`config.mk`:
```
export PLATFORM = sky130hd
export DESIGN_NAME = insertion_sorter
export DESIGN_NICKNAME = d
export VERILOG_FILES = /design/src/rtl/core/isort_pkg.sv /design/src/rtl/core/isort_cell.sv /design/src/rtl/core/isort_ctrl.sv /design/src/rtl/core/insertion_sorter.sv
export VERILOG_INCLUDE_DIRS = /design/src /design/src/rtl/core
export SDC_FILE = /design/constraint.sdc
export NUM_CORES = 2
export LEC_CHECK = 0
export BUFFER_PORTS_ARGS = -buffer_cell sky130_fd_sc_hd__buf_4
export CORE_UTILIZATION = 30
export CTS_CLUSTER_DIAMETER = 100
export DETAILED_ROUTE_END_ITERATION = 6
export PLACE_DENSITY_LB_ADDON = 0.05
export SETUP_SLACK_MARGIN = 0.4
export SLEW_MARGIN = 20
export SYNTH_ARGS = -nofsm -noshare
export SYNTH_HDL_FRONTEND = slang
export SYNTH_SLANG_ARGS = --single-unit
```
`constraint.sdc`:
```
create_clock -name clk -period 8.22 [get_ports clk]
set_clock_uncertainty 0.1 [all_clocks]
set_input_delay 1.644 -clock clk [delete_from_list [all_inputs] [get_ports clk]]
set_output_delay 1.644 -clock clk [all_outputs]
set_load 0.02 [all_outputs]
```
`src/rtl/core/assert_macros.svh`:
```
`ifndef ASSERT_MACROS_SVH
`define ASSERT_MACROS_SVH

// clocked check, masked while reset is held
`define ASSERT_CLK(lbl, prop, msg) \
  lbl: assert property (@(posedge clk) disable iff (!rst_n) prop) else $error(msg);

// clocked check, also active during reset
`define ASSERT_ALWAYS(lbl, prop, msg) \
  lbl: assert property (@(posedge clk) prop) else $error(msg);

`endif

```
`src/rtl/core/isort_pkg.sv`:
```
package isort_pkg;

  localparam int MAX_ITEMS = 16;
  localparam int VAL_W     = 32;

  typedef enum logic {
    ST_FILL,
    ST_DRAIN
  } isort_state_t;

  // command broadcast to every cell
  typedef struct packed {
    logic                    insert;
    logic                    shift;
    logic signed [VAL_W-1:0] value;
  } cell_cmd_t;

  // chain status seen by the controller
  typedef struct packed {
    logic full;
    logic head_occ;
    logic tail;
  } chain_status_t;

endpackage

```
`src/rtl/core/isort_cell.sv`:
```
module isort_cell
  import isort_pkg::*;
(
  input  logic                    clk,
  input  logic                    rst_n,
  input  cell_cmd_t               cmd,
  input  logic                    prev_gt,
  input  logic                    prev_occ,
  input  logic signed [VAL_W-1:0] prev_val,
  input  logic                    next_occ,
  input  logic signed [VAL_W-1:0] next_val,
  output logic                    gt,
  output logic                    occ,
  output logic signed [VAL_W-1:0] val
);

  logic                    occ_r, occ_nxt;
  logic signed [VAL_W-1:0] val_r, val_nxt;

  assign gt  = occ_r && (val_r > cmd.value);
  assign occ = occ_r;
  assign val = val_r;

  always_comb begin
    occ_nxt = occ_r;
    val_nxt = val_r;
    if (cmd.shift) begin
      occ_nxt = next_occ;
      val_nxt = next_val;
    end else if (cmd.insert) begin
      if (!occ_r || gt) begin
        if (prev_gt) begin
          occ_nxt = 1'b1;
          val_nxt = prev_val;
        end else if (prev_occ) begin
          occ_nxt = 1'b1;
          val_nxt = cmd.value;
        end
      end
    end
  end

  always_ff @(posedge clk) begin
    if (!rst_n) begin
      occ_r <= 1'b0;
    end else begin
      occ_r <= occ_nxt;
    end
  end

  always_ff @(posedge clk) begin
    val_r <= val_nxt;
  end

endmodule

```
`src/rtl/core/isort_ctrl.sv`:
```
module isort_ctrl
  import isort_pkg::*;
(
  input  logic                    clk,
  input  logic                    rst_n,
  input  logic                    in_tvalid,
  input  logic                    in_tlast,
  input  logic signed [VAL_W-1:0] in_value,
  input  logic                    out_tready,
  input  chain_status_t           status,
  output logic                    in_tready,
  output logic                    out_tvalid,
  output logic                    overflow,
  output cell_cmd_t               cmd
);

  isort_state_t state_r, state_nxt;
  logic         dropped_r, dropped_nxt;
  logic         in_acc, out_acc;

  assign in_acc  = in_tvalid && in_tready;
  assign out_acc = out_tvalid && out_tready;

  always_comb begin
    state_nxt = state_r;
    unique case (state_r)
      ST_FILL: begin
        if (in_acc && in_tlast) state_nxt = ST_DRAIN;
      end
      ST_DRAIN: begin
        if (out_acc && status.tail) state_nxt = ST_FILL;
      end
      default: state_nxt = ST_FILL;
    endcase
  end

  always_comb begin
    in_tready   = 1'b0;
    out_tvalid  = 1'b0;
    dropped_nxt = dropped_r;
    unique case (state_r)
      ST_FILL: begin
        in_tready = 1'b1;
        if (in_tvalid && status.full) dropped_nxt = 1'b1;
      end
      ST_DRAIN: begin
        out_tvalid = status.head_occ;
        if (out_tready && status.head_occ && status.tail) dropped_nxt = 1'b0;
      end
      default: begin
        in_tready = 1'b0;
      end
    endcase
    cmd.insert = in_acc && !status.full;
    cmd.shift  = out_acc;
    cmd.value  = in_value;
  end

  assign overflow = dropped_r;

  always_ff @(posedge clk) begin
    if (!rst_n) begin
      state_r   <= ST_FILL;
      dropped_r <= 1'b0;
    end else begin
      state_r   <= state_nxt;
      dropped_r <= dropped_nxt;
    end
  end

endmodule

```
`src/rtl/core/insertion_sorter.sv`:
```
// channel | dir | tdata            | tlast    | tuser
// in_     | in  | value [31:0]     | last     | -
// out_    | out | value_res [31:0] | last_res | overflow
//
// while filling, one request per cycle: the value is compared against every
// cell at once and the row shifts up in that same cycle
// a closing request is followed by one result per cycle for each stored value,
// drained through the lowest cell and stalled by out_tready; no request is
// taken during the drain
// synchronous active-low reset empties the row and clears the overflow flag
module insertion_sorter
  import isort_pkg::*;
(
  input  logic        clk,
  input  logic        rst_n,
  input  logic        in_tvalid,
  output logic        in_tready,
  input  logic [31:0] in_tdata,   // value
  input  logic        in_tlast,
  output logic        out_tvalid,
  input  logic        out_tready,
  output logic [31:0] out_tdata,  // value_res
  output logic        out_tlast,
  output logic        out_tuser   // overflow
);

  cell_cmd_t               cmd;
  chain_status_t           status;
  logic                    cell_gt  [MAX_ITEMS];
  logic                    cell_occ [MAX_ITEMS];
  logic signed [VAL_W-1:0] cell_val [MAX_ITEMS];
  logic                    in_acc, out_acc;

  isort_ctrl u_ctrl (
    .clk        (clk),
    .rst_n      (rst_n),
    .in_tvalid  (in_tvalid),
    .in_tlast   (in_tlast),
    .in_value   ($signed(in_tdata)),
    .out_tready (out_tready),
    .status     (status),
    .in_tready  (in_tready),
    .out_tvalid (out_tvalid),
    .overflow   (out_tuser),
    .cmd        (cmd)
  );

  for (genvar i = 0; i < MAX_ITEMS; i++) begin : g_cell
    logic                    p_gt, p_occ, n_occ;
    logic signed [VAL_W-1:0] p_val, n_val;

    if (i == 0) begin : g_head
      assign p_gt  = 1'b0;
      assign p_occ = 1'b1;
      assign p_val = '0;
    end else begin : g_body
      assign p_gt  = cell_gt[i-1];
      assign p_occ = cell_occ[i-1];
      assign p_val = cell_val[i-1];
    end

    if (i == MAX_ITEMS - 1) begin : g_end
      assign n_occ = 1'b0;
      assign n_val = '0;
    end else begin : g_mid
      assign n_occ = cell_occ[i+1];
      assign n_val = cell_val[i+1];
    end

    isort_cell u_cell (
      .clk      (clk),
      .rst_n    (rst_n),
      .cmd      (cmd),
      .prev_gt  (p_gt),
      .prev_occ (p_occ),
      .prev_val (p_val),
      .next_occ (n_occ),
      .next_val (n_val),
      .gt       (cell_gt[i]),
      .occ      (cell_occ[i]),
      .val      (cell_val[i])
    );
  end

  assign status.full     = cell_occ[MAX_ITEMS-1];
  assign status.head_occ = cell_occ[0];
  assign status.tail     = !cell_occ[1];

  assign out_tdata = cell_val[0];
  assign out_tlast = status.tail;

  assign in_acc  = in_tvalid && in_tready;
  assign out_acc = out_tvalid && out_tready;

`include "assert_macros.svh"

  `ASSERT_CLK(a_no_overlap, !(in_tready && out_tvalid), "input taken during drain")
  `ASSERT_CLK(a_close_drains, (in_acc && in_tlast) |=> out_tvalid, "closed set did not drain")
  `ASSERT_CLK(a_drain_cont, (out_acc && !out_tlast) |=> out_tvalid, "drain stopped early")
  `ASSERT_CLK(a_tail_frees, (out_acc && out_tlast) |=> (in_tready && !cell_occ[0]), "row not empty")

endmodule
```
==> results.md <==
- The distinct cell type count of the synthesized netlist is 59.
- Setup repair after global routing left no endpoint under its margin.
- The slowest stage of the critical path belongs to the cell sky130_fd_sc_hd__or4_1.
- For flop-to-flop paths, the worst setup slack is 3.23 ns.
- Dividing the detail-routed via count by the number of cells gives ~6.2.
- The sequential share of the synthesized area is 0.391.
- Relative to the synthesized area, the layout overhead comes to 13.5%.
- The post-cts gate resize count is 0.
- The clock edge transition at the registers on the reported setup and hold paths is 0.05 ns.
- Summed over all failing endpoints, the final setup total negative slack is 0 ns.
- The finished layout cell area is 0.0448 sq mm.
- The clock period could shrink to 5.81 ns.
- At the pin with the least slew margin, the transition time is around 1.3 ns.
- In this run the number of H-tree levels came out at 3.
- Of the total synthesized cell area, the portion taken by full adders, half adders and majority gates is 0.152.
- The worst setup path is of the input pin to register kind.
- The via count of the first global-routing pass is 35,400.
- The peak supply drop is 0.000127 V.
- The largest family of logic cells by synthesized area is compound AO/OA/AOI/OAI gates.
- At the worst endpoint, the arrival time is 6.12 ns.
- The initial antenna violation count is 4.
- In this design, the critical path's most frequently occurring cell is sky130_fd_sc_hd__buf_4.
- The source of the worst register-to-register timing path is g_cell[12].u_cell.val[28]$_DFFE_PP_.
- The setup slack after placement is around 1.9 ns.
- In the routed design, unresolved DRC markers number 4.
- The core area is between 0.1 and 0.15 sq mm.
- The count of final hold-check violations is 0.
- In the synthesized netlist the async set-or-reset flop fraction comes to 0.
- Ranked by total cell area, the synthesized netlist is headed by sky130_fd_sc_hd__edfxtp_1 (37%), sky130_fd_sc_hd__ha_1 (15%), sky130_fd_sc_hd__a221o_1 (9.1%), sky130_fd_sc_hd__a21oi_1 (6.1%), sky130_fd_sc_hd__nand2_1 (4.3%).
- A synthesized cell averages around 9.5 sq um.
- CTS placed an instance of sky130_fd_sc_hd__clkbuf_16 at the clock tree root.
- The post-detailed-placement cell area is between 0.04 and 0.05 sq mm.
- After synthesis, the share of cell area in mux cells is 0.000254.
- The relative contribution of sequential cells to total power is 0.403.
- The max-slew violation count is 0.
- The cell with the most instances after synthesis is sky130_fd_sc_hd__a21oi_1.
- The number of nets in the finished design is 4,606.
- In this design, the stage delay of the slowest critical-path cell is 0.68 ns.
- By count the netlist is led by sky130_fd_sc_hd__a21oi_1 (481), sky130_fd_sc_hd__edfxtp_1 (480), sky130_fd_sc_hd__ha_1 (480).
- Across the whole layout, storage elements account for between 0.015 and 0.02 sq mm.
- In this run the tool buffered the top-level ports with 72 buffer cells.
- The first routing iteration left 3,461 violations.
- The capture instance of the worst register-to-register path is g_cell[13].u_cell.val[24]$_DFFE_PP_.
- The destination of the worst hold path is u_ctrl.overflow$_SDFFE_PN0P_.
- In this run the worst path has a maximum fanout of 19.
- After filler insertion, the fill cell instance count of the layout stands at 13,400.
- Setup violations remaining at the end of the flow were counted as 0.
- Along the worst hold path, the cell count comes to 2.
- STA classifies the critical path endpoint as a register.
- The number of setup buffers added after CTS is 0.
- The hold path startpoint is u_ctrl.overflow$_SDFFE_PN0P_.
- Clock tree synthesis found a total of 530 sinks.
- The full die area is between 0.1 and 0.15 sq mm.
- The number of rows in the core area is 132.
- Counting every net in the synthesized netlist gives 4,684.
- The warning count from the yosys run is 0.
- The buffering stage count on the worst path with inverters included is 4.
- The final core area utilization is 0.344.
- The share of the synthesized area in the top cell type is 0.365.
- The routed wire length per instance is about 32 microns.
- The worst path meets setup with 2.41 ns of slack.
- The height of the chip is 365 microns.
- The total area of multi-input combinational cells is ~0.023 sq mm.
- The commonest register cell after synthesis is sky130_fd_sc_hd__edfxtp_1.
- The largest buffer count on any clock path is 3.
- The maximum number of pins on one net before global-route repair is 128.
- The worst max-slew margin expressed relative to the limit is 0.160.
- In the finished design, the share of the clock period the worst path needs comes to 0.707.
- The classification of the worst-slack hold path is register to register.
- The number of enable flip-flop cells after synthesis is 480.
- After synthesis the netlist holds a flip-flop and latch count of 530.
- The library cell with the largest summed area after synthesis is sky130_fd_sc_hd__edfxtp_1.
- At the end of routability-driven placement, the weighted congestion stood at 0.880.
- The clock reaches the later pin of the worst-skew pair after 0.69 ns.
- The final route contains 36,600 vias.
- The number of cells on the worst reg-to-reg path is 10.
- The width of the die is 365 microns.
- Summed over all layers, the global routing overflow is 0.
- Of the total synthesized cell area, the portion taken by XOR and XNOR cells is 0.000666.
- The signal on the critical path passes through buf_4 -> inv_1 -> ha_1 -> nand3_1 -> or4_1 -> o21ai_0 -> o31ai_1 -> o2111a_1 -> buf_4 -> or2_2 -> buf_12 -> a221o_1.
- The finished layout holds roughly 5,900 standard cells, fillers aside.
- The wire length of the first global-routing pass is between 200,000 and 300,000 microns.
- The combinational group share of total power is 0.171.
- The mapped netlist covers 0.0395 sq mm.
- Of the total power, the share spent switching nets is 0.306.
- In this design, the largest share of critical-path delay is due to compound AO/OA/AOI/OAI gates.
- The cell-internal power is 0.00553 W.
- The power per unit of standard cell area is 178 mW/mm^2.
- After legalization and detailed placement, the total HPWL measured 137,000 microns.
- The analysis attributes to cell leakage a power of 17.3 nW.
- The global routing usage summed across all routing layers is 0.280.
- The synthesized-area fraction occupied by ao, oa, aoi and oai cells is 0.263.
- The proportion of layout cells with a drive suffix above 1 is 0.0932.
- The worst setup path is launched from an input pin.
- The post-synthesis share of cell area spent on and, or, nand and nor gates is 0.151.
- The checks that failed: DRC.
- STA puts the critical path data required time at roughly 8.5 ns.
- The starting density of the core is 0.304.
- The run finished, with violations left.
- Clock tree synthesis inserted a total of 75 buffers.
- The number of instances in the synthesized netlist is approximately 4,200.
- For this block, the routed nets add up to around 190,000 microns of wire.
- 73 I/O pins were placed.
- TritonCTS built the clock tree.
- Counting tap cells, the placed design contains a total of 5,754 instances.
- The net switching power figure is 0.00244 W.
- For this run, the detailed router's first-pass iteration total came to 7.
- The number of hold buffers added after CTS was 0.
- The top achievable clock speed is 172 MHz.
- The number of max-capacitance violations reported is 0.
- Of the total power, the clock network draws 0.425.
- The count of nets left with antenna violations once routing finished came out at 0.
[state kept, by name, summed over array words and instances (netlist names)]
name	flops
u_ctrl.state_r	1
u_ctrl.overflow	1
g_cell.u_cell.occ	16
g_cell.u_cell.val	512
[worst register-to-register path: cells and delay by family (launching register included)]
family	cells	cell delay (ns)
and+or+nand+nor	3	1.43
buffers and inverters	2	0.51
DFF	1	0.56
adders and majority gates	1	0.57
AOI/OAI and AO/OA	4	1.55
[cell usage in the layout (no fill, tap or decap), drive strengths merged, types with 18 or more instances in the layout]
cell / n
a22oi: 32
nand3: 121
nand2: 457
a21o: 94
or3: 42
ha: 480
o21ai: 132
and2: 75
dfxtp: 50
buf: 212
clkbuf: 95
nor2b: 27
nor4: 51
nand4: 104
a21oi: 481
a31oi: 110
nor3: 151
a221o: 360
edfxtp: 480
o31ai: 18
inv: 76
o211ai: 148
nor2: 165
clkinv: 32
[routing by layer]
layer,vias to the layer above,wire [microns],track usage
met5,-,11,0
met4,2,5570,0.0843
met3,248,10600,0.0338
met2,1333,86700,0.451
met1,18600,86700,0.390
li1,16400,-,-
[worst max path at each step]
stage                       startpoint                                   to  slack [ns]  depth (start not counted)
after floorplan           in_tdata[23]    g_cell[6].u_cell.val[0]$_DFFE_PP_        0.91                          9
after global placement    in_tdata[24]    g_cell[7].u_cell.val[5]$_DFFE_PP_        1.70                         10
after detailed placement  in_tdata[31]   g_cell[9].u_cell.val[24]$_DFFE_PP_        1.89                         10
after CTS                 in_tdata[31]   g_cell[9].u_cell.val[24]$_DFFE_PP_        2.59                         10
after global routing      in_tdata[31]   g_cell[9].u_cell.val[24]$_DFFE_PP_        2.31                         10
final                     in_tdata[24]  g_cell[13].u_cell.val[24]$_DFFE_PP_        2.41                         12
[power groups by stage]
stage	logic [W]	clock network [W]	registers, W
2_1_floorplan	0.000823	0	0.00322
3_3_place_gp	0.00134	0	0.00327
3_5_place_dp	0.00135	0	0.00327
4_1_cts	0.00135	0.00347	0.00321
5_1_grt	0.00149	0.00354	0.00322
6_report	0.00137	0.00339	0.00321
[area by class of cell]
cell class | instances | share of cell area
Clock inverter | 45 | 0.00981
Inverter | 72 | 0.00604
Timing Repair Buffer | 212 | 0.0396
Multi-Input combinational cell | 3198 | 0.507
Tap cell | 1742 | 0.0487
Antenna cell | 4 | 0.000224
Sequential cell | 530 | 0.344
Clock buffer | 95 | 0.0445
[through the flow]
stage / hold slack, ns / power, W
after floorplan: 0.368 / 0.00404
after global placement: 0.362 / 0.00462
after detailed placement: 0.366 / 0.00461
after CTS: 0.378 / 0.00804
after global routing: 0.417 / 0.00824
final: 0.374 / 0.00797
[cell families after synthesis]
logic type,after synthesis
AO/OA/AOI/OAI,1470
AND/OR/NAND/NOR,1244
flip-flops,530
adder cells (fa/ha/maj),480
buffers and inverters,439
XOR/XNOR,3
multiplexers,1
Note: power is estimated with default switching activity, not from simulation.
